==> src/design/rfc_pkg.sv <==
// rfc_pkg: shared types, constants and codes for the rectangle fill chunk generator
// no dependencies; imported by rfc_front, rfc_queue, rfc_back and the top level

package rfc_pkg;

	localparam int COORD_W          = 9;
	localparam int COLOR_IN_W       = 24;
	localparam int COLOR_OUT_W      = 16;
	localparam int PIXCNT_W         = 13;
	localparam int STATUS_W         = 2;
	localparam int PD_W             = 18;
	localparam int S_TDATA_W        = 64;
	localparam int M_TDATA_W        = 72;
	localparam int CHUNK_PIXELS_DEF = 5120;
	localparam int QUEUE_DEPTH_DEF  = 2;
	localparam int MAX_RESULTS      = 64;

	// result status codes
	localparam logic [STATUS_W-1:0] STAT_CHUNK  = 2'd0;
	localparam logic [STATUS_W-1:0] STAT_REJECT = 2'd1;
	localparam logic [STATUS_W-1:0] STAT_EMPTY  = 2'd2;

	// command kinds handed from front to back
	localparam logic [1:0] KIND_FILL   = 2'd0;
	localparam logic [1:0] KIND_REJECT = 2'd1;
	localparam logic [1:0] KIND_EMPTY  = 2'd2;

	// register indexes on the config port
	localparam logic REG_SCREEN_WIDTH  = 1'b0;
	localparam logic REG_SCREEN_HEIGHT = 1'b1;

	typedef struct packed {
		logic [1:0]             kind;
		logic [COLOR_OUT_W-1:0] color_rgb565;
		logic [COORD_W-1:0]     rect_x;
		logic [COORD_W-1:0]     rect_width;
		logic [COORD_W-1:0]     rect_y;
		logic [COORD_W-1:0]     rect_height;
	} rfc_cmd_t;

	function automatic logic [COLOR_OUT_W-1:0] to_565(input logic [COLOR_IN_W-1:0] c);
		return {c[23:19], c[15:10], c[7:3]};
	endfunction

endpackage

==> src/design/rect_fill_chunk_generator.sv <==
// rect_fill_chunk_generator: top level, config registers plus front, queue and back
// depends on rfc_pkg, rfc_front, rfc_queue, rfc_back
//
//   group   dir  handshake          payload
//   s_*     in   s_tvalid/s_tready  s_tdata: fill request word
//   m_*     out  m_tvalid/m_tready  m_tdata: chunk window, count, color; m_tuser status;
//                                   m_tlast last result of a request
//   apb     in   psel/penable       screen_width at 0x0, screen_height at 0x4
//
// a fill request first passes through the width divider, then emits one chunk a cycle
// while m_tready stays high and the result budget of the word lasts.
// rejected and empty requests give their single result in the cycle after leaving the queue.
// at most 64 chunks per request word; a longer fill resumes on the next word taken.
// the front and its queue keep taking words while the back is busy or stalled, until they are full.
// reset clears all handshake state and sets the screen size to 240 x 320.

module rect_fill_chunk_generator #(
	parameter int CHUNK_PIXELS = rfc_pkg::CHUNK_PIXELS_DEF,
	parameter int QUEUE_DEPTH  = rfc_pkg::QUEUE_DEPTH_DEF
) (
	input  logic                          clk,
	input  logic                          arst_n,
	input  logic                          s_tvalid,
	output logic                          s_tready,
	// color_rgb888 24, rect_x 9, rect_width 9, rect_y 9, rect_height 9, zero pad 4
	input  logic [rfc_pkg::S_TDATA_W-1:0] s_tdata,
	output logic                          m_tvalid,
	input  logic                          m_tready,
	// win_x_first 9, win_x_last 9, win_y_first 9, win_y_last 9, pixel_count 13,
	// color_rgb565 16, zero pad 7
	output logic [rfc_pkg::M_TDATA_W-1:0] m_tdata,
	// status 2
	output logic [rfc_pkg::STATUS_W-1:0]  m_tuser,
	output logic                          m_tlast,
	input  logic                          psel,
	input  logic                          penable,
	input  logic                          pwrite,
	input  logic [2:0]                    paddr,
	input  logic [31:0]                   pwdata,
	output logic [31:0]                   prdata,
	output logic                          pready
);
	import rfc_pkg::*;

	logic [COORD_W-1:0] screen_width_q;
	logic [COORD_W-1:0] screen_height_q;
	logic               reg_wr;
	logic               f_valid;
	logic               f_ready;
	rfc_cmd_t           f_cmd;
	logic               b_valid;
	logic               b_ready;
	rfc_cmd_t           b_cmd;

	assign pready = 1'b1;
	assign reg_wr = psel && penable && pwrite && pready;

	always_ff @(posedge clk or negedge arst_n) begin
		if (!arst_n) begin
			screen_width_q  <= COORD_W'(240);
			screen_height_q <= COORD_W'(320);
		end else if (reg_wr) begin
			unique case (paddr[2])
				REG_SCREEN_WIDTH:  screen_width_q  <= pwdata[COORD_W-1:0];
				REG_SCREEN_HEIGHT: screen_height_q <= pwdata[COORD_W-1:0];
				default:           screen_width_q  <= screen_width_q;
			endcase
		end
	end

	always_comb begin
		unique case (paddr[2])
			REG_SCREEN_WIDTH:  prdata = {{(32 - COORD_W){1'b0}}, screen_width_q};
			REG_SCREEN_HEIGHT: prdata = {{(32 - COORD_W){1'b0}}, screen_height_q};
			default:           prdata = '0;
		endcase
	end

	rfc_front u_front (
		.clk           (clk),
		.arst_n        (arst_n),
		.s_tvalid      (s_tvalid),
		.s_tready      (s_tready),
		.s_tdata       (s_tdata),
		.screen_width  (screen_width_q),
		.screen_height (screen_height_q),
		.cmd_valid     (f_valid),
		.cmd_ready     (f_ready),
		.cmd           (f_cmd)
	);

	rfc_queue #(
		.DEPTH (QUEUE_DEPTH)
	) u_queue (
		.clk        (clk),
		.arst_n     (arst_n),
		.push_valid (f_valid),
		.push_ready (f_ready),
		.push_data  (f_cmd),
		.pop_valid  (b_valid),
		.pop_ready  (b_ready),
		.pop_data   (b_cmd)
	);

	rfc_back #(
		.CHUNK_PIXELS (CHUNK_PIXELS)
	) u_back (
		.clk           (clk),
		.arst_n        (arst_n),
		.cmd_valid     (b_valid),
		.cmd_ready     (b_ready),
		.cmd           (b_cmd),
		.screen_width  (screen_width_q),
		.screen_height (screen_height_q),
		.m_tvalid      (m_tvalid),
		.m_tready      (m_tready),
		.m_tdata       (m_tdata),
		.m_tuser       (m_tuser),
		.m_tlast       (m_tlast)
	);

endmodule

==> src/design/rfc_queue.sv <==
// rfc_queue: small register fifo of classified commands between front and back
// depends on rfc_pkg (rfc_cmd_t)

module rfc_queue #(
	parameter int DEPTH = rfc_pkg::QUEUE_DEPTH_DEF
) (
	input  logic              clk,
	input  logic              arst_n,
	input  logic              push_valid,
	output logic              push_ready,
	input  rfc_pkg::rfc_cmd_t push_data,
	output logic              pop_valid,
	input  logic              pop_ready,
	output rfc_pkg::rfc_cmd_t pop_data
);
	import rfc_pkg::*;

	localparam int PW = (DEPTH > 1) ? $clog2(DEPTH) : 1;
	localparam int CNTW = $clog2(DEPTH + 1);
	localparam logic [PW-1:0] LAST_PTR = PW'(DEPTH - 1);
	localparam logic [CNTW-1:0] FULL_CNT = CNTW'(DEPTH);

	rfc_cmd_t        mem_q [DEPTH];
	logic [PW-1:0]   wr_ptr_q;
	logic [PW-1:0]   rd_ptr_q;
	logic [CNTW-1:0] cnt_q;
	logic            do_push;
	logic            do_pop;

	assign push_ready = (cnt_q != FULL_CNT);
	assign pop_valid  = (cnt_q != '0);
	assign pop_data   = mem_q[rd_ptr_q];
	assign do_push    = push_valid && push_ready;
	assign do_pop     = pop_valid && pop_ready;

	always_ff @(posedge clk) begin
		if (do_push) begin
			mem_q[wr_ptr_q] <= push_data;
		end
	end

	always_ff @(posedge clk or negedge arst_n) begin
		if (!arst_n) begin
			wr_ptr_q <= '0;
			rd_ptr_q <= '0;
			cnt_q    <= '0;
		end else begin
			if (do_push) begin
				wr_ptr_q <= (wr_ptr_q == LAST_PTR) ? '0 : wr_ptr_q + 1'b1;
			end
			if (do_pop) begin
				rd_ptr_q <= (rd_ptr_q == LAST_PTR) ? '0 : rd_ptr_q + 1'b1;
			end
			if (do_push && !do_pop) begin
				cnt_q <= cnt_q + 1'b1;
			end else if (do_pop && !do_push) begin
				cnt_q <= cnt_q - 1'b1;
			end
		end
	end

endmodule

==> src/design/rfc_front.sv <==
// rfc_front: accepts fill requests, converts the color and classifies the rectangle
// depends on rfc_pkg (rfc_cmd_t, kind codes, to_565)

module rfc_front (
	input  logic                          clk,
	input  logic                          arst_n,
	input  logic                          s_tvalid,
	output logic                          s_tready,
	// color_rgb888 24, rect_x 9, rect_width 9, rect_y 9, rect_height 9, zero pad 4
	input  logic [rfc_pkg::S_TDATA_W-1:0] s_tdata,
	input  logic [rfc_pkg::COORD_W-1:0]   screen_width,
	input  logic [rfc_pkg::COORD_W-1:0]   screen_height,
	output logic                          cmd_valid,
	input  logic                          cmd_ready,
	output rfc_pkg::rfc_cmd_t             cmd
);
	import rfc_pkg::*;

	logic [COLOR_IN_W-1:0] in_color;
	logic [COORD_W-1:0]    in_x;
	logic [COORD_W-1:0]    in_w;
	logic [COORD_W-1:0]    in_y;
	logic [COORD_W-1:0]    in_h;
	logic [COORD_W:0]      x_end;
	logic [COORD_W:0]      y_end;
	logic                  off_screen;
	logic                  empty_rect;
	rfc_cmd_t              cmd_nx;
	rfc_cmd_t              cmd_s1;
	logic                  vld_s1;

	assign in_color = s_tdata[23:0];
	assign in_x     = s_tdata[32:24];
	assign in_w     = s_tdata[41:33];
	assign in_y     = s_tdata[50:42];
	assign in_h     = s_tdata[59:51];

	assign x_end      = {1'b0, in_x} + {1'b0, in_w};
	assign y_end      = {1'b0, in_y} + {1'b0, in_h};
	assign off_screen = (x_end > {1'b0, screen_width}) || (y_end > {1'b0, screen_height});
	assign empty_rect = (in_w == '0) || (in_h == '0);

	always_comb begin
		cmd_nx.color_rgb565 = to_565(in_color);
		cmd_nx.rect_x       = in_x;
		cmd_nx.rect_width   = in_w;
		cmd_nx.rect_y       = in_y;
		cmd_nx.rect_height  = in_h;
		// off-screen check takes priority over the empty check
		if (off_screen) begin
			cmd_nx.kind = KIND_REJECT;
		end else if (empty_rect) begin
			cmd_nx.kind = KIND_EMPTY;
		end else begin
			cmd_nx.kind = KIND_FILL;
		end
	end

	assign s_tready  = !vld_s1 || cmd_ready;
	assign cmd_valid = vld_s1;
	assign cmd       = cmd_s1;

	always_ff @(posedge clk) begin
		if (s_tvalid && s_tready) begin
			cmd_s1 <= cmd_nx;
		end
	end

	always_ff @(posedge clk or negedge arst_n) begin
		if (!arst_n) begin
			vld_s1 <= 1'b0;
		end else if (s_tready) begin
			vld_s1 <= s_tvalid;
		end
	end

endmodule

==> src/design/rfc_back.sv <==
// rfc_back: carries out queued commands, walks the fill in chunks and drives the result word
// depends on rfc_pkg (rfc_cmd_t, kind and status codes, widths)

module rfc_back #(
	parameter int CHUNK_PIXELS = rfc_pkg::CHUNK_PIXELS_DEF
) (
	input  logic                          clk,
	input  logic                          arst_n,
	input  logic                          cmd_valid,
	output logic                          cmd_ready,
	input  rfc_pkg::rfc_cmd_t             cmd,
	input  logic [rfc_pkg::COORD_W-1:0]   screen_width,
	input  logic [rfc_pkg::COORD_W-1:0]   screen_height,
	output logic                          m_tvalid,
	input  logic                          m_tready,
	// win_x_first 9, win_x_last 9, win_y_first 9, win_y_last 9, pixel_count 13,
	// color_rgb565 16, zero pad 7
	output logic [rfc_pkg::M_TDATA_W-1:0] m_tdata,
	// status 2
	output logic [rfc_pkg::STATUS_W-1:0]  m_tuser,
	output logic                          m_tlast
);
	import rfc_pkg::*;

	localparam int CW   = $clog2(CHUNK_PIXELS + 1);
	localparam int DCW  = $clog2(CW + 1);
	localparam int RCW  = $clog2(MAX_RESULTS);
	localparam logic [CW-1:0]   DIVIDEND = CW'(CHUNK_PIXELS);
	localparam logic [PD_W-1:0] CHUNK_C  = PD_W'(CHUNK_PIXELS);
	localparam logic [DCW-1:0]  DIV_LAST = DCW'(CW - 1);
	localparam logic [RCW-1:0]  RES_LAST = RCW'(MAX_RESULTS - 1);

	localparam logic [1:0] S_IDLE = 2'd0;
	localparam logic [1:0] S_DIV  = 2'd1;
	localparam logic [1:0] S_RUN  = 2'd2;
	localparam logic [1:0] S_HOLD = 2'd3;

	logic [1:0]             state_q;
	logic [COLOR_OUT_W-1:0] color_q;
	logic [COORD_W-1:0]     x_q;
	logic [COORD_W-1:0]     w_q;
	logic [COORD_W-1:0]     y_q;
	logic [COORD_W-1:0]     h_q;
	logic [PD_W-1:0]        total_q;
	logic [PD_W-1:0]        pd_q;
	logic [COORD_W-1:0]     col_q;
	logic [COORD_W-1:0]     row_q;
	logic [CW-1:0]          dvd_q;
	logic [CW-1:0]          qt_q;
	logic [COORD_W-1:0]     rm_q;
	logic [DCW-1:0]         div_cnt_q;
	logic [RCW-1:0]         res_cnt_q;

	logic                   out_vld_q;
	logic [M_TDATA_W-1:0]   out_data_q;
	logic [STATUS_W-1:0]    out_stat_q;
	logic                   out_last_q;

	logic                   load_ok;
	logic [COORD_W:0]       rem_try;
	logic                   rem_ge;
	logic                   col_zero;
	logic [PD_W-1:0]        npix_raw;
	logic [PD_W-1:0]        npix;
	logic [PD_W-1:0]        pd_nx;
	logic                   is_last;
	logic [COORD_W:0]       x1;
	logic [COORD_W:0]       y1;
	logic [COORD_W+1:0]     xl_full;
	logic [COORD_W+1:0]     yl_full;
	logic [COORD_W-1:0]     xlim;
	logic [COORD_W-1:0]     ylim;
	logic [COORD_W-1:0]     xl;
	logic [COORD_W-1:0]     yl;
	logic [M_TDATA_W-1:0]   chunk_data;
	logic                   status_pop;
	logic                   emit;

	assign load_ok = !out_vld_q || m_tready;

	always_comb begin
		unique case (state_q)
			S_IDLE:  cmd_ready = (cmd.kind == KIND_FILL) || load_ok;
			S_HOLD:  cmd_ready = 1'b1;
			default: cmd_ready = 1'b0;
		endcase
	end

	// restoring divide of the chunk size by the rectangle width, one bit a cycle
	assign rem_try = {rm_q, dvd_q[CW-1]};
	assign rem_ge  = (rem_try >= {1'b0, w_q});

	// chunk arithmetic
	assign col_zero = (col_q == '0);
	assign npix_raw = col_zero ? (total_q - pd_q) : PD_W'(w_q - col_q);
	assign npix     = (npix_raw > CHUNK_C) ? CHUNK_C : npix_raw;
	assign pd_nx    = pd_q + npix;
	assign is_last  = (pd_nx >= total_q);

	assign x1      = {1'b0, x_q} + {1'b0, col_q};
	assign y1      = {1'b0, y_q} + {1'b0, row_q};
	assign xl_full = {1'b0, x1} + {2'b0, w_q} - 1'b1;
	assign yl_full = {1'b0, y1} + {2'b0, h_q} - 1'b1;
	assign xlim    = (screen_width == '0) ? '0 : screen_width - 1'b1;
	assign ylim    = (screen_height == '0) ? '0 : screen_height - 1'b1;
	assign xl      = (xl_full > {2'b0, xlim}) ? xlim : xl_full[COORD_W-1:0];
	assign yl      = (yl_full > {2'b0, ylim}) ? ylim : yl_full[COORD_W-1:0];

	assign chunk_data = {7'b0, color_q, npix[PIXCNT_W-1:0], yl, y1[COORD_W-1:0], xl,
		x1[COORD_W-1:0]};

	assign status_pop = (state_q == S_IDLE) && cmd_valid && cmd_ready && (cmd.kind != KIND_FILL);
	assign emit       = (state_q == S_RUN) && load_ok;

	always_ff @(posedge clk) begin
		if (state_q == S_IDLE && cmd_valid && cmd.kind == KIND_FILL) begin
			color_q <= cmd.color_rgb565;
			x_q     <= cmd.rect_x;
			w_q     <= cmd.rect_width;
			y_q     <= cmd.rect_y;
			h_q     <= cmd.rect_height;
			total_q <= {{(PD_W - COORD_W){1'b0}}, cmd.rect_width}
				* {{(PD_W - COORD_W){1'b0}}, cmd.rect_height};
			pd_q    <= '0;
			col_q   <= '0;
			row_q   <= '0;
			dvd_q   <= DIVIDEND;
			qt_q    <= '0;
			rm_q    <= '0;
		end else if (state_q == S_DIV) begin
			dvd_q <= {dvd_q[CW-2:0], 1'b0};
			qt_q  <= {qt_q[CW-2:0], rem_ge};
			rm_q  <= rem_ge ? COORD_W'(rem_try - {1'b0, w_q}) : rem_try[COORD_W-1:0];
		end else if (emit) begin
			pd_q <= pd_nx;
			if (col_zero) begin
				// a full chunk from the left edge moves on by whole rows plus the remainder
				row_q <= COORD_W'(row_q + qt_q);
				col_q <= rm_q;
			end else if (npix_raw <= CHUNK_C) begin
				row_q <= row_q + 1'b1;
				col_q <= '0;
			end else begin
				col_q <= COORD_W'(col_q + CHUNK_PIXELS);
			end
		end
	end

	always_ff @(posedge clk) begin
		if (status_pop) begin
			out_data_q <= '0;
			out_stat_q <= (cmd.kind == KIND_REJECT) ? STAT_REJECT : STAT_EMPTY;
			out_last_q <= 1'b1;
		end else if (emit) begin
			out_data_q <= chunk_data;
			out_stat_q <= STAT_CHUNK;
			out_last_q <= is_last;
		end
	end

	always_ff @(posedge clk or negedge arst_n) begin
		if (!arst_n) begin
			state_q   <= S_IDLE;
			div_cnt_q <= '0;
			res_cnt_q <= '0;
			out_vld_q <= 1'b0;
		end else begin
			if (status_pop || emit) begin
				out_vld_q <= 1'b1;
			end else if (m_tready) begin
				out_vld_q <= 1'b0;
			end
			unique case (state_q)
				S_IDLE: begin
					if (cmd_valid && cmd.kind == KIND_FILL) begin
						state_q   <= S_DIV;
						div_cnt_q <= '0;
						res_cnt_q <= '0;
					end
				end
				S_DIV: begin
					div_cnt_q <= div_cnt_q + 1'b1;
					if (div_cnt_q == DIV_LAST) begin
						state_q <= S_RUN;
					end
				end
				S_RUN: begin
					if (emit) begin
						if (is_last) begin
							state_q <= S_IDLE;
						end else if (res_cnt_q == RES_LAST) begin
							// result budget for this word used up: wait for the next word
							state_q   <= S_HOLD;
							res_cnt_q <= '0;
						end else begin
							res_cnt_q <= res_cnt_q + 1'b1;
						end
					end
				end
				S_HOLD: begin
					// the word taken here only resumes the fill, its payload is dropped
					if (cmd_valid) begin
						state_q <= S_RUN;
					end
				end
				default: begin
					state_q <= S_IDLE;
				end
			endcase
		end
	end

	assign m_tvalid = out_vld_q;
	assign m_tdata  = out_data_q;
	assign m_tuser  = out_stat_q;
	assign m_tlast  = out_last_q;

endmodule

==> config.mk <==
export PLATFORM = sky130hd
export DESIGN_NAME = rect_fill_chunk_generator
export DESIGN_NICKNAME = d
export VERILOG_FILES = /design/src/design/rfc_pkg.sv /design/src/design/rect_fill_chunk_generator.sv /design/src/design/rfc_queue.sv /design/src/design/rfc_front.sv /design/src/design/rfc_back.sv
export SDC_FILE = /design/constraint.sdc
export NUM_CORES = 1
export LEC_CHECK = 0
export BUFFER_PORTS_ARGS = -buffer_cell sky130_fd_sc_hd__buf_2
export CORE_ASPECT_RATIO = 1.4
export CORE_MARGIN = 3
export CORE_UTILIZATION = 61
export DETAILED_ROUTE_END_ITERATION = 7
export PLACE_DENSITY = 0.82
export SLEW_MARGIN = 5
export SYNTH_ARGS = -nofsm -noshare
export SYNTH_HDL_FRONTEND = slang
export SYNTH_HIERARCHICAL = 1
export SYNTH_SLANG_ARGS = --single-unit
==> constraint.sdc <==
create_clock -name clk -period 7.3 [get_ports clk]
set_input_delay 1.46 -clock clk [delete_from_list [all_inputs] [get_ports clk]]
set_output_delay 1.46 -clock clk [all_outputs]
set_load 0.03 [all_outputs]
* Word-level counts from Yosys, hierarchy flattened
Memories as Yosys holds them, arrays and structs flattened. Index checks and enable logic that the tools add are counted.
Word-level totals: output and inout port bits 110, memories kept 1, bits in writable memories 108, flip-flop bits (word level) 285
Cells by class: $add $sub $neg 23, magnitude comparators 8, reductions and logical operators 45, equality and inequality tests 13, bitwise gates (word level) 2, $mul 1, muxes and demuxes 39
Memories:
- u_queue.mem_q | depth 2, bits a word 54, rd ports 1, clocked after Yosys merged registers in 0, write ports 1, line rfc_queue.sv:23 | rfc_cmd_t mem_q [DEPTH];
Operators by type and width (count):
- 9-bit two-way mux | 9
- 32-bit case mux with 2 select lines | 1
- 9-bit logical NOT | 5
- 9-bit by 9-bit adder with 10-bit output | 4
- 18-bit two-way mux | 2
- 2-bit two-way mux | 12
- 6-bit two-way mux | 4
- 10-bit by 9-bit adder with 11-bit output | 2
- 11-bit by 9-bit greater-than comparator with 1-bit output | 2
- 11-bit by 1-bit subtractor with 11-bit output (second input constant) | 2
- 10-bit by 9-bit greater-than comparator with 1-bit output | 2
- 18-bit adder | 1
- 9-bit by 1-bit adder with 9-bit output (second input constant) | 2
- 18-bit greater-or-equal comparator | 1
- 18-bit by 13-bit greater-than comparator with 1-bit output (second input constant) | 1
- 18-bit by 13-bit <= comparator with 1-bit output (second input constant) | 1
- 9-bit by 9-bit multiplier with 18-bit output | 1
- 18-bit subtractor | 1
- 9-bit by 1-bit subtractor with 9-bit output (second input constant) | 2
- 2-bit nonzero test | 8
- 1-bit logical AND | 13
- 6-bit case mux with 2 select lines | 1
- 10-bit by 9-bit greater-or-equal comparator with 1-bit output | 1
- 9-bit by 9-bit subtractor with 10-bit output | 1
- other kinds (27) | 52

* Logic depth before layout (Yosys ltp)
Gate-level depths: netlist (run 1).
word-level depth 9, mapped depth 33, depth with buffers taken out 32

* Hierarchy
Netlist (run 1), hierarchy kept.
By module, submodules not included:
- rfc_back | sequential area each 4949.7 um2, area each 16077.9 um2, times used 1, cells each 1843
- rfc_queue | sequential area each 3343.2 um2, area each 4340.4 um2, times used 1, cells each 186
- rfc_front | sequential area each 1646.6 um2, area each 2874.0 um2, times used 1, cells each 216
- rect_fill_chunk_generator | sequential area each 457.9 um2, area each 1006.0 um2, times used 1, cells each 74

* Worst setup path after synthesis (run 1)
Ideal clock, no wire load.
path kind reg2reg, from register u_back.total_q[0], to register u_back.res_cnt_q[0], cell stages (with the launch flop) 31, setup time 128 ps, slack 633 ps, arrival 6539 ps, path buffers 1, period minus slack after synthesis 6667 ps, required time 7172 ps, path through edfxtp_1 -> inv_1 -> ha_1 -> inv_1 -> fa_1 -> a21oi_2 -> o21ai_1 -> a32o_1 -> or3_1 -> o311a_1 -> a41oi_2 -> o21bai_2 -> buf_4 -> nor2_1 -> ha_1 -> nor2b_1 -> o31a_1 -> o21a_1 -> o31a_1 -> o41ai_2 -> o21ai_0 -> a31o_2 -> xor2_1 -> ha_1 -> o21a_1 -> o21ai_0 -> a2111oi_0 -> nor3_2 -> a31oi_1 -> or2_2 -> o21ai_0
Between the ends: word-level cells in the longest chain between the ends 8
Ends and longest elaborated chain:
- start, declared | line rfc_back.sv:44 | logic [PD_W-1:0] total_q;
- start signal, assigned | line rfc_back.sv:122 | total_q <= {{(PD_W - COORD_W){1'b0}}, cmd.rect_width}
- 18-bit subtractor (*) | line rfc_back.sv:95 | assign npix_raw = col_zero ? (total_q - pd_q) : PD_W'(w_q - col_q);
- 18-bit two-way mux (*) | line rfc_back.sv:95
- 18-bit by 13-bit greater-than comparator with 1-bit output | line rfc_back.sv:96 | assign npix = (npix_raw > CHUNK_C) ? CHUNK_C : npix_raw;
- 18-bit two-way mux (*) | line rfc_back.sv:96
- named net u_back.npix[2] | line rfc_back.sv:64 | logic [PD_W-1:0] npix;
- 18-bit adder (*) | line rfc_back.sv:97 | assign pd_nx = pd_q + npix;
- named net u_back.pd_nx[16] | line rfc_back.sv:65 | logic [PD_W-1:0] pd_nx;
- 18-bit greater-or-equal comparator (*) | line rfc_back.sv:98 | assign is_last = (pd_nx >= total_q);
- 2-bit inequality test (no source line) (*)
- 4-bit AND reduction (no source line) (*)
- end signal, assigned | line rfc_back.sv:196 | res_cnt_q <= res_cnt_q + 1'b1;
- end, declared | line rfc_back.sv:52 | logic [RCW-1:0] res_cnt_q;
Mark *: on every way through the listed nets, which the timed path passes. The rest lies on a longest branch. A chain may end at the register's enable or synchronous reset.

* Final worst setup path (run 1)
from register u_back.w_q[0], to register u_back.state_q[1]
Between the ends: word-level cells in the longest chain between the ends 9, elaborated cells between the ends (all ways) 11, those cells by class add/sub (2); order compare (2); eq/ne (1); mux (5); reduce/logical (1)
Ends and longest elaborated chain:
- start, declared | line rfc_back.sv:41 | logic [COORD_W-1:0] w_q;
- start signal, assigned | line rfc_back.sv:119 | w_q <= cmd.rect_width;
- 9-bit by 9-bit subtractor with 10-bit output (*) | line rfc_back.sv:95
- 18-bit two-way mux (*) | line rfc_back.sv:95
- 18-bit by 13-bit greater-than comparator with 1-bit output | line rfc_back.sv:96
- 18-bit two-way mux (*) | line rfc_back.sv:96
- named net u_back.npix[0] | line rfc_back.sv:64
- 18-bit adder (*) | line rfc_back.sv:97
- named net u_back.pd_nx[16] | line rfc_back.sv:65
- 18-bit greater-or-equal comparator (*) | line rfc_back.sv:98
- 2-bit two-way mux | line rfc_back.sv:189 | if (is_last) begin
- 2-bit two-way mux | line rfc_back.sv:188 | if (emit) begin
- 2-bit case mux with 4 select lines | line rfc_back.sv:173 | unique case (state_q)
- end signal, assigned | line rfc_back.sv:176 | state_q <= S_DIV;
- end signal, assigned | line rfc_back.sv:190 | state_q <= S_IDLE;
- end signal, assigned | line rfc_back.sv:193 | state_q <= S_HOLD;
- end, declared | line rfc_back.sv:38 | logic [1:0] state_q;
Mark *: on every way through the listed nets, which the timed path passes. The rest lies on a longest branch. The select of a mux whose other input is x is not followed.

==> impl_metrics.env, run 1 <==
export IMPL_r2r_setup_slack_ps=300
export IMPL_fin_nets=2867
export IMPL_track_usage_pct=26.5
export IMPL_status="completed"
export IMPL_ff_latch_area_mm2=0.0104
export IMPL_cts_sinks=393
export IMPL_setup_viol=0
export IMPL_syn_area_per_cell_um2=10.5
export IMPL_drc=0
export IMPL_viasPerCell=5.89
export IMPL_die_w_um=175
export IMPL_clk_pin_slew_ps=70
export IMPL_antenna_found_initial=0
export IMPL_rows=85
export IMPL_gr_total_overflow=0
export IMPL_dp_hpwl_um=42600
export IMPL_synth_seq_cells=393
export IMPL_dieArea_mm2=0.0423
export IMPL_syn_inst=2319
export IMPL_synth_flop_cell="edfxtp_1"
export IMPL_ios=216
export IMPL_startpoint_type="flop"
export IMPL_ys_seq_area_share_pct=42.8
export IMPL_maxSlewViolCount=0
export IMPL_cts_root_buf="clkbuf_16"
export IMPL_crit_path_max_fanout=6
export IMPL_multi_input_area_mm2=0.0126
export IMPL_cts_tree="built"
export IMPL_vias=17800
export IMPL_fill_cells=2811
export IMPL_worstPathArrival_ps=7430
export IMPL_slowest_stage="edfxtp_1"
export IMPL_first_pass_iters=6
export IMPL_postCtsHoldBufs=0
export IMPL_start_util_pct=62.4
export IMPL_grt_max_degree=77
export IMPL_dpl_instance_area_mm2=0.0254
export IMPL_gp_congestion=0.953
export IMPL_synth_cell_type_count=87
export IMPL_fp_dieH_um=242
export IMPL_synth_warning_count=6
export IMPL_grt_pass1_vias=18000
export IMPL_cp_data_required_time_ps=7730
export IMPL_max_slew_margin_rel_pct=28.4
export IMPL_fmax_ghz=0.143
export IMPL_drt_iter0_markers=1169
export IMPL_final_cell_mix="ha_1 (235), edfxtp_1 (234), inv_1 (233)"
export IMPL_clk_latency_ps=550
export IMPL_hold_class="flop to flop"
export IMPL_io_buffers=147
export IMPL_synthArstFlopShare_pct=9.16
export IMPL_end_kind="flop"
export IMPL_h_tree_depth=2
export IMPL_syn_cell_area_mm2=0.0243
export IMPL_cts_buffers=37
export IMPL_ant_nets=0
export IMPL_report_final_hold_viol_count=0
export IMPL_syn2layout_area_growth_pct=9.80
export IMPL_grt_pass1_wl_um=91100
export IMPL_worst_pin_slew_ps=1070
export IMPL_core_mm2=0.0389
export IMPL_fin_area_mm2=0.0267
export IMPL_synth_edff_count=234
export IMPL_drive_gt1_share_pct=14.9
export IMPL_wl_um=56800
export IMPL_worstSetupPathType="flop to flop"
export IMPL_max_stage_delay_ps=410
export IMPL_finalCriticalPeriod_ps=7000
export IMPL_maxCapViolations=0
export IMPL_period_share_pct=95.8
export IMPL_wl_per_cell_um=18.9
export IMPL_final_common_cell="ha_1"
export IMPL_clk_path_buf_depth=3
export IMPL_diodes=0
export IMPL_fin_skew_ps=15.7
## final timing paths
check,start,cells after the start,endpoint
worst min register to register,u_front/cmd[7]$_DFFE_PP_,0,u_queue/mem_q[0][7]$_DFFE_PP_
worst max-delay path,u_back/w_q[0]$_DFFE_PP_,32,u_back/state_q[1]$_DFFE_PN0P_
worst min-delay path,u_front/cmd[7]$_DFFE_PP_,0,u_queue/mem_q[0][7]$_DFFE_PP_
worst max register to register,u_back/w_q[0]$_DFFE_PP_,32,u_back/state_q[1]$_DFFE_PN0P_
max in group asynchronous,arst_n,1,u_queue/rd_ptr_q$_DFFE_PN0P_
min in group asynchronous,arst_n,1,u_back/m_tvalid$_DFFE_PN0P_
## cell usage after synthesis (49+ instances only)
cell | count | area share (%)
nor2_1 | 175 | 2.7
nand2_1 | 220 | 3.4
o21ai_0 | 78 | 1.6
dfxtp_1 | 123 | 10
inv_1 | 233 | 3.6
xnor2_1 | 77 | 2.8
edfxtp_1 | 234 | 29
fa_1 | 61 | 5.0
a21oi_1 | 136 | 2.8
mux2_4 | 49 | 3.0
clkbuf_1 | 51 | 0.79
ha_1 | 235 | 12
## timing repair
| item | CTS | global route |
|---|---|---|
| gates resized for setup | 2 | 10 |
| endpoints found under the setup margin | 3 | 9 |
| hold endpoints to repair | 0 | 0 |
| pin swaps | 0 | 5 |
| buffers inserted | 0 | 3 |
## state kept, by name, summed over array words and instances, names as in the netlist, 6 cells and up
register and flops:
u_back/color_q 16, u_back/h_q 9, u_back/w_q 9, u_back/res_cnt_q 6, u_back/x_q 9, u_back/m_tdata 65, u_back/total_q 18, u_back/qt_q 9
u_back/row_q 9, u_back/col_q 9, u_back/y_q 9, screen_width_q 9, u_queue/mem_q 108, u_back/pd_q 18, u_back/rm_q 9, screen_height_q 9
u_front/cmd 54
## kinds of logic (layout without fill, tap and decap cells)
group                    count (synthesis)  count (layout)  synth area share (%)
adder cells (fa/ha/maj)                296             296                  17.1
multiplexers                           118             118                  6.10
buffers and inverters                  334             476                  6.11
AND/OR/NAND/NOR                        641             641                  12.3
XOR/XNOR                               113             113                  4.07
other                                    3              35                0.0463
flip-flops                             393             393                  42.8
AO/OA/AOI/OAI                          421             421                  11.4
## per-stage QoR
stage / TNS [ps] / util [%] / hold slack, ps / std cells / setup slack (ps)
global route: -102 / 68.5 / 457 / 3015 / -48.9
CTS: 0 / 68.4 / 440 / 3012 / 54.1
detailed placement: -105 / 65.3 / 429 / 2945 / -105
finish: 0 / 68.5 / 440 / 3015 / 305
floorplan: 0 / - / 421 / 2351 / 633
global placement: 0 / 65.3 / 423 / 2945 / 33.3
## final cells by class
type                            instances  area share, %
Multi-Input combinational cell       1624           47.2
Sequential cell                       393           39.0
Tap cell                              522           2.45
Timing Repair Buffer                  175           3.55
Inverter                              234           3.30
Clock inverter                         24          0.947
Clock buffer                           43           3.59
## per-layer routing
layer,wire (um),share of wire (%),up-vias,global-route usage [%]
li1,-,-,8329,-
met1,21400,38,8621,30.9
met2,29600,52,660,48.5
met3,3350,5.9,150,3.54
met4,2490,4.4,0,11.6
met5,0,0,-,0
## critical path, delay by kind of cell (launching register included)
kind / cells / cell delay (ps)
adder cells (fa/ha/maj): 5 / 1280
buffers and inverters: 4 / 440
AND/OR/NAND/NOR: 4 / 520
XOR/XNOR: 2 / 320
multiplexers: 2 / 510
AO/OA/AOI/OAI: 15 / 3370
flip-flops: 1 / 410
Power of run 1 is not shown: default switching activity piles up to over one toggle a cycle in this logic, so the estimate is an artifact.
==> run 2, diff against run 1 <==
--- a/config.mk
+++ b/config.mk
@@ -6,9 +6,10 @@
 export NUM_CORES = 1
 export LEC_CHECK = 0
 export BUFFER_PORTS_ARGS = -buffer_cell sky130_fd_sc_hd__buf_2
-export CORE_ASPECT_RATIO = 1.4
+export CELL_PAD_IN_SITES_DETAIL_PLACEMENT = 0
+export CELL_PAD_IN_SITES_GLOBAL_PLACEMENT = 1
 export CORE_MARGIN = 3
-export CORE_UTILIZATION = 61
+export CORE_UTILIZATION = 48
 export DETAILED_ROUTE_END_ITERATION = 7
 export PLACE_DENSITY = 0.82
 export SLEW_MARGIN = 5
==> constraint.sdc (replaced) <==
create_clock -name clk -period 7.3 [get_ports clk]
set_input_delay 0.365 -clock clk [delete_from_list [all_inputs] [get_ports clk]]
set_output_delay 0.365 -clock clk [all_outputs]
set_load 0.03 [all_outputs]
==> impl_metrics.env, run 2 (synthesized netlist as in run 1, its figures left out) <==
export IMPL_hold_class="input port to flop"
export IMPL_dp_hpwl_um=42900
export IMPL_cp_data_required_time_ps=7760
export IMPL_grt_pass1_wl_um=90400
export IMPL_maxCapViolations=0
export IMPL_reg2reg_from="u_back/total_q[0]$_DFFE_PP_"
export IMPL_viasPerCell=5.35
export IMPL_clk_latency_ps=580
export IMPL_drive_gt1_share_pct=15.2
export IMPL_antenna_found_initial=1
export IMPL_worstPathArrival_ps=7440
export IMPL_track_usage_pct=21.2
export IMPL_fin_nets=2919
export IMPL_drc=0
export IMPL_io_buffers=147
export IMPL_fp_dieH_um=231
export IMPL_wl_per_cell_um=17.8
export IMPL_rows=81
export IMPL_worstSetupPathType="flop to flop"
export IMPL_ios=216
export IMPL_grt_pass1_vias=17100
export IMPL_core_mm2=0.0495
export IMPL_clk_pin_slew_ps=60
export IMPL_status="completed"
export IMPL_start_util_pct=49.1
export IMPL_vias=17200
export IMPL_crit_path_max_fanout=6
export IMPL_largest_reg_flops=108
export IMPL_report_final_hold_viol_count=0
export IMPL_ant_nets=0
export IMPL_slowest_stage="edfxtp_1"
export IMPL_top_register="u_queue/mem_q"
export IMPL_maxSlewViolCount=0
export IMPL_worst_pin_slew_ps=1090
export IMPL_worstHoldEndpoint="u_front/cmd[9]$_DFFE_PP_"
export IMPL_whs_path_depth=1
export IMPL_gr_total_overflow=0
export IMPL_max_stage_delay_ps=410
export IMPL_drt_iter0_markers=977
export IMPL_max_slew_margin_rel_pct=27.2
export IMPL_hold_start="s_tdata[42]"
export IMPL_end_kind="flop"
export IMPL_fmax_ghz=0.143
export IMPL_diodes=0
export IMPL_first_pass_iters=6
export IMPL_r2r_setup_slack_ps=320
export IMPL_die_w_um=231
export IMPL_finalCriticalPeriod_ps=6980
export IMPL_wl_um=57400
export IMPL_period_share_pct=95.7
export IMPL_cts_root_buf="clkbuf_16"
export IMPL_cts_tree="built"
export IMPL_cts_sinks=393
export IMPL_syn2layout_area_growth_pct=13.4
export IMPL_clk_path_buf_depth=3
export IMPL_postLayoutCoreUtil_pct=55.7
export IMPL_startpoint_type="flop"
export IMPL_h_tree_depth=2
export IMPL_fin_skew_ps=17.7
export IMPL_grt_max_degree=71
export IMPL_gp_congestion=0.904
export IMPL_hold_ws_ps=26.5
export IMPL_r2r_end="u_back/state_q[1]$_DFFE_PN0P_"
export IMPL_dieArea_mm2=0.0534
export IMPL_cts_buffers=44
export IMPL_setup_viol=0
export IMPL_final_cell_mix="ha_1 (234), edfxtp_1 (234), inv_1 (233)"
export IMPL_rr_worst_depth=31
run 2: changes by cell type in the layout (fill, tap and decap cells not counted), moves of 2 or more:
cell	delta
dlygate4sd3_1	+42
clkbuf_1	+3
buf_4	+3
clkbuf_8	+3
o31ai_1	+2
o31ai_2	-2
clkbuf_16	+7
run 2: per-stage QoR:
stage	setup TNS [ps]	worst slack, ps	cell area (um2)	cells
floorplan	0	633	24400	2351
global placement	0	82.6	25600	3089
detailed placement	-81.1	-43.1	25600	3089
CTS	0	46.8	27500	3213
global route	-171	-69.4	27600	3217
finish	0	316	27600	3217
run 2: per-layer routing:
metal  vias up  GRT usage (%)  wire, um
li1       8448              -         -
met3        81           3.68      2870
met5         -              0         0
met4         0           5.00      1140
met1      8296           27.9     25500
met2       385           36.6     27900
run 2: timing repair:
| item | in CTS | in global routing |
|---|---|---|
| endpoints found under the hold margin | 72 | 0 |
| hold buffers | 42 | 0 |
| cloned | 0 | 0 |
| resized for setup | 3 | 10 |
| pin swaps | 1 | 7 |
| setup endpoints to repair | 3 | 9 |
| buffers inserted | 0 | 4 |
run 2: final cells by class:
class                           instances  area [um2]
Fill cell                            4299       21900
Multi-Input combinational cell       1624       12600
Sequential cell                       393       10400
Timing Repair Buffer                  220        1390
Clock buffer                           56        1190
Inverter                              234         881
Tap cell                              664         831
Clock inverter                         26         267
run 2: how the worst max path moves through the flow:
stage	startpoint	to
2_1_floorplan	u_back/total_q[0]$_DFFE_PP_	u_back/res_cnt_q[0]$_DFFE_PN0P_
3_3_place_gp	u_back/w_q[0]$_DFFE_PP_	u_back/state_q[1]$_DFFE_PN0P_
3_5_place_dp	u_back/w_q[0]$_DFFE_PP_	u_back/state_q[1]$_DFFE_PN0P_
4_1_cts	u_back/total_q[0]$_DFFE_PP_	u_back/state_q[1]$_DFFE_PN0P_
5_1_grt	u_back/total_q[0]$_DFFE_PP_	u_back/res_cnt_q[5]$_DFFE_PN0P_
6_report	u_back/total_q[0]$_DFFE_PP_	u_back/state_q[1]$_DFFE_PN0P_
run 2: critical path, delay by kind of cell, from the launching register on:
family          cells  cell delay [ps]
buf+inv             5              620
xor+xnor            1              140
mux                 1              260
fa+ha+maj           4             1060
compound gates     15             3380
flops               1              410
simple gates        5              980
Power of run 2 is left out for the same reason.
==> run 3, diff against run 2 <==
--- a/config.mk
+++ b/config.mk
@@ -8,6 +8,7 @@
 export BUFFER_PORTS_ARGS = -buffer_cell sky130_fd_sc_hd__buf_2
 export CELL_PAD_IN_SITES_DETAIL_PLACEMENT = 0
 export CELL_PAD_IN_SITES_GLOBAL_PLACEMENT = 1
+export CORE_ASPECT_RATIO = 0.7
 export CORE_MARGIN = 3
 export CORE_UTILIZATION = 48
 export DETAILED_ROUTE_END_ITERATION = 7
==> impl_metrics.env, run 3 (synthesized netlist as in run 1, its figures left out) <==
export IMPL_max_stage_delay_ps=410
export IMPL_final_cell_mix="ha_1 (235), edfxtp_1 (234), inv_1 (233)"
export IMPL_setup_viol=0
export IMPL_status="completed"
export IMPL_multi_input_area_mm2=0.0126
export IMPL_ff_latch_area_mm2=0.0104
export IMPL_clk_pin_slew_ps=70
export IMPL_maxSlewViolCount=0
export IMPL_slowest_stage="edfxtp_1"
export IMPL_worst_pin_slew_ps=1170
export IMPL_wl_per_cell_um=18.7
export IMPL_ios=216
export IMPL_grt_pass1_wl_um=94700
export IMPL_grt_max_degree=77
export IMPL_cts_root_buf="clkbuf_16"
export IMPL_drive_gt1_share_pct=15.3
export IMPL_worstPathArrival_ps=7470
export IMPL_met2_length_um=25200
export IMPL_wl_met3_um=3940
export IMPL_end_kind="flop"
export IMPL_report_final_hold_viol_count=0
export IMPL_rows=68
export IMPL_cp_top_family="compound AO/OA/AOI/OAI gates"
export IMPL_final_common_cell="ha_1"
export IMPL_core_mm2=0.0497
export IMPL_io_buffers=147
export IMPL_gp_congestion=0.900
export IMPL_ant_nets=0
export IMPL_clk_latency_ps=570
export IMPL_largest_reg_flops=108
export IMPL_fp_dieH_um=194
export IMPL_fin_skew_ps=41.4
export IMPL_crit_path_max_fanout=7
export IMPL_grt_pass1_vias=17300
export IMPL_gr_total_overflow=0
export IMPL_path_buf_inv=5
export IMPL_worstSetupPathType="flop to flop"
export IMPL_start_util_pct=48.9
export IMPL_diodes=0
export IMPL_drt_iter0_markers=1352
export IMPL_first_pass_iters=5
export IMPL_top_layer="met4"
export IMPL_syn2layout_area_growth_pct=12.8
export IMPL_top_register="u_queue/mem_q"
export IMPL_fmax_ghz=0.142
export IMPL_fill_cells=4404
export IMPL_h_tree_depth=2
export IMPL_drc=0
export IMPL_cts_tree="built"
export IMPL_cts_buffers=40
export IMPL_fin_nets=2910
export IMPL_stdcell_count=3205
export IMPL_dieArea_mm2=0.0534
export IMPL_cp_data_required_time_ps=7750
export IMPL_startpoint_type="flop"
export IMPL_hold_class="input port to flop"
export IMPL_clk_path_buf_depth=3
export IMPL_maxCapViolations=0
export IMPL_vias=17500
export IMPL_wl_um=60000
export IMPL_met1_length_um=29900
export IMPL_cts_sinks=393
export IMPL_period_share_pct=96.2
export IMPL_max_slew_margin_rel_pct=21.9
export IMPL_dp_hpwl_um=45000
export IMPL_viasPerCell=5.46
export IMPL_die_w_um=275
export IMPL_dp_cells=3091
export IMPL_antenna_found_initial=1
export IMPL_finalCriticalPeriod_ps=7020
export IMPL_track_usage_pct=22.3
[run 3: path summary, 6_finish.rpt]
path | startpoint | endpoint | slack [ps] | cells past startpoint
hold / removal | s_tdata[25] | u_front/cmd[28]$_DFFE_PP_ | 30 | 1
max in group asynchronous | arst_n | u_queue/rd_ptr_q$_DFFE_PN0P_ | 6050 | 2
setup / recovery | u_back/w_q[0]$_DFFE_PP_ | u_back/state_q[1]$_DFFE_PN0P_ | 280 | 33
setup reg to reg | u_back/w_q[0]$_DFFE_PP_ | u_back/state_q[1]$_DFFE_PN0P_ | 280 | 33
hold reg to reg | u_front/cmd[16]$_DFFE_PP_ | u_queue/mem_q[0][16]$_DFFE_PP_ | 450 | 0
min in group asynchronous | arst_n | u_back/div_cnt_q[0]$_DFFE_PN0P_ | 520 | 2
[run 3: what timing repair did]
action	in CTS	in global routing
endpoints found under the setup margin	2	9
pin swaps	0	7
buffers inserted	0	5
hold buffers	35	0
resized for setup	2	13
endpoints found under the hold margin	64	0
[run 3: per-layer routing]
| layer | track usage, % | vias to the layer above |
|---|---|---|
| li1 | - | 8434 |
| met1 | 34.6 | 8449 |
| met2 | 33.1 | 538 |
| met3 | 3.62 | 78 |
| met4 | 4.18 | 0 |
| met5 | 0 | - |
[run 3: metrics by stage]
step / hold slack [ps] / instance area, um2 / setup TNS (ps) / setup WS, ps / util [%]
final: 33.7 / 27400 / 0 / 277 / 55.1
after global routing: 17.9 / 27400 / -65.4 / -65.4 / 55.1
after CTS: 5.50 / 27300 / 0 / 28.6 / 55.0
after detailed placement: 431 / 25600 / -107 / -107 / 51.5
after global placement: 423 / 25600 / 0 / 8.15 / 51.5
after floorplan: 69.4 / 24400 / 0 / 633 / -
[run 3: layout make-up]
cell class	instances	share of cell area [%]
Clock buffer	54	4.10
Clock inverter	20	0.781
Inverter	234	3.21
Multi-Input combinational cell	1624	46.0
Sequential cell	393	38.0
Tap cell	665	3.04
Timing Repair Buffer	215	4.88
[run 3: worst reg2reg max path, delay by kind of cell (launching register included)]
kind | cells | cell delay [ps]
DFF | 1 | 410
and+or+nand+nor | 4 | 450
buffers and inverters | 5 | 640
muxes | 2 | 380
xor gates and xnor gates | 2 | 340
adders and majority gates | 4 | 1210
AOI/OAI and AO/OA | 16 | 3490
Power of run 3 is left out for the same reason.
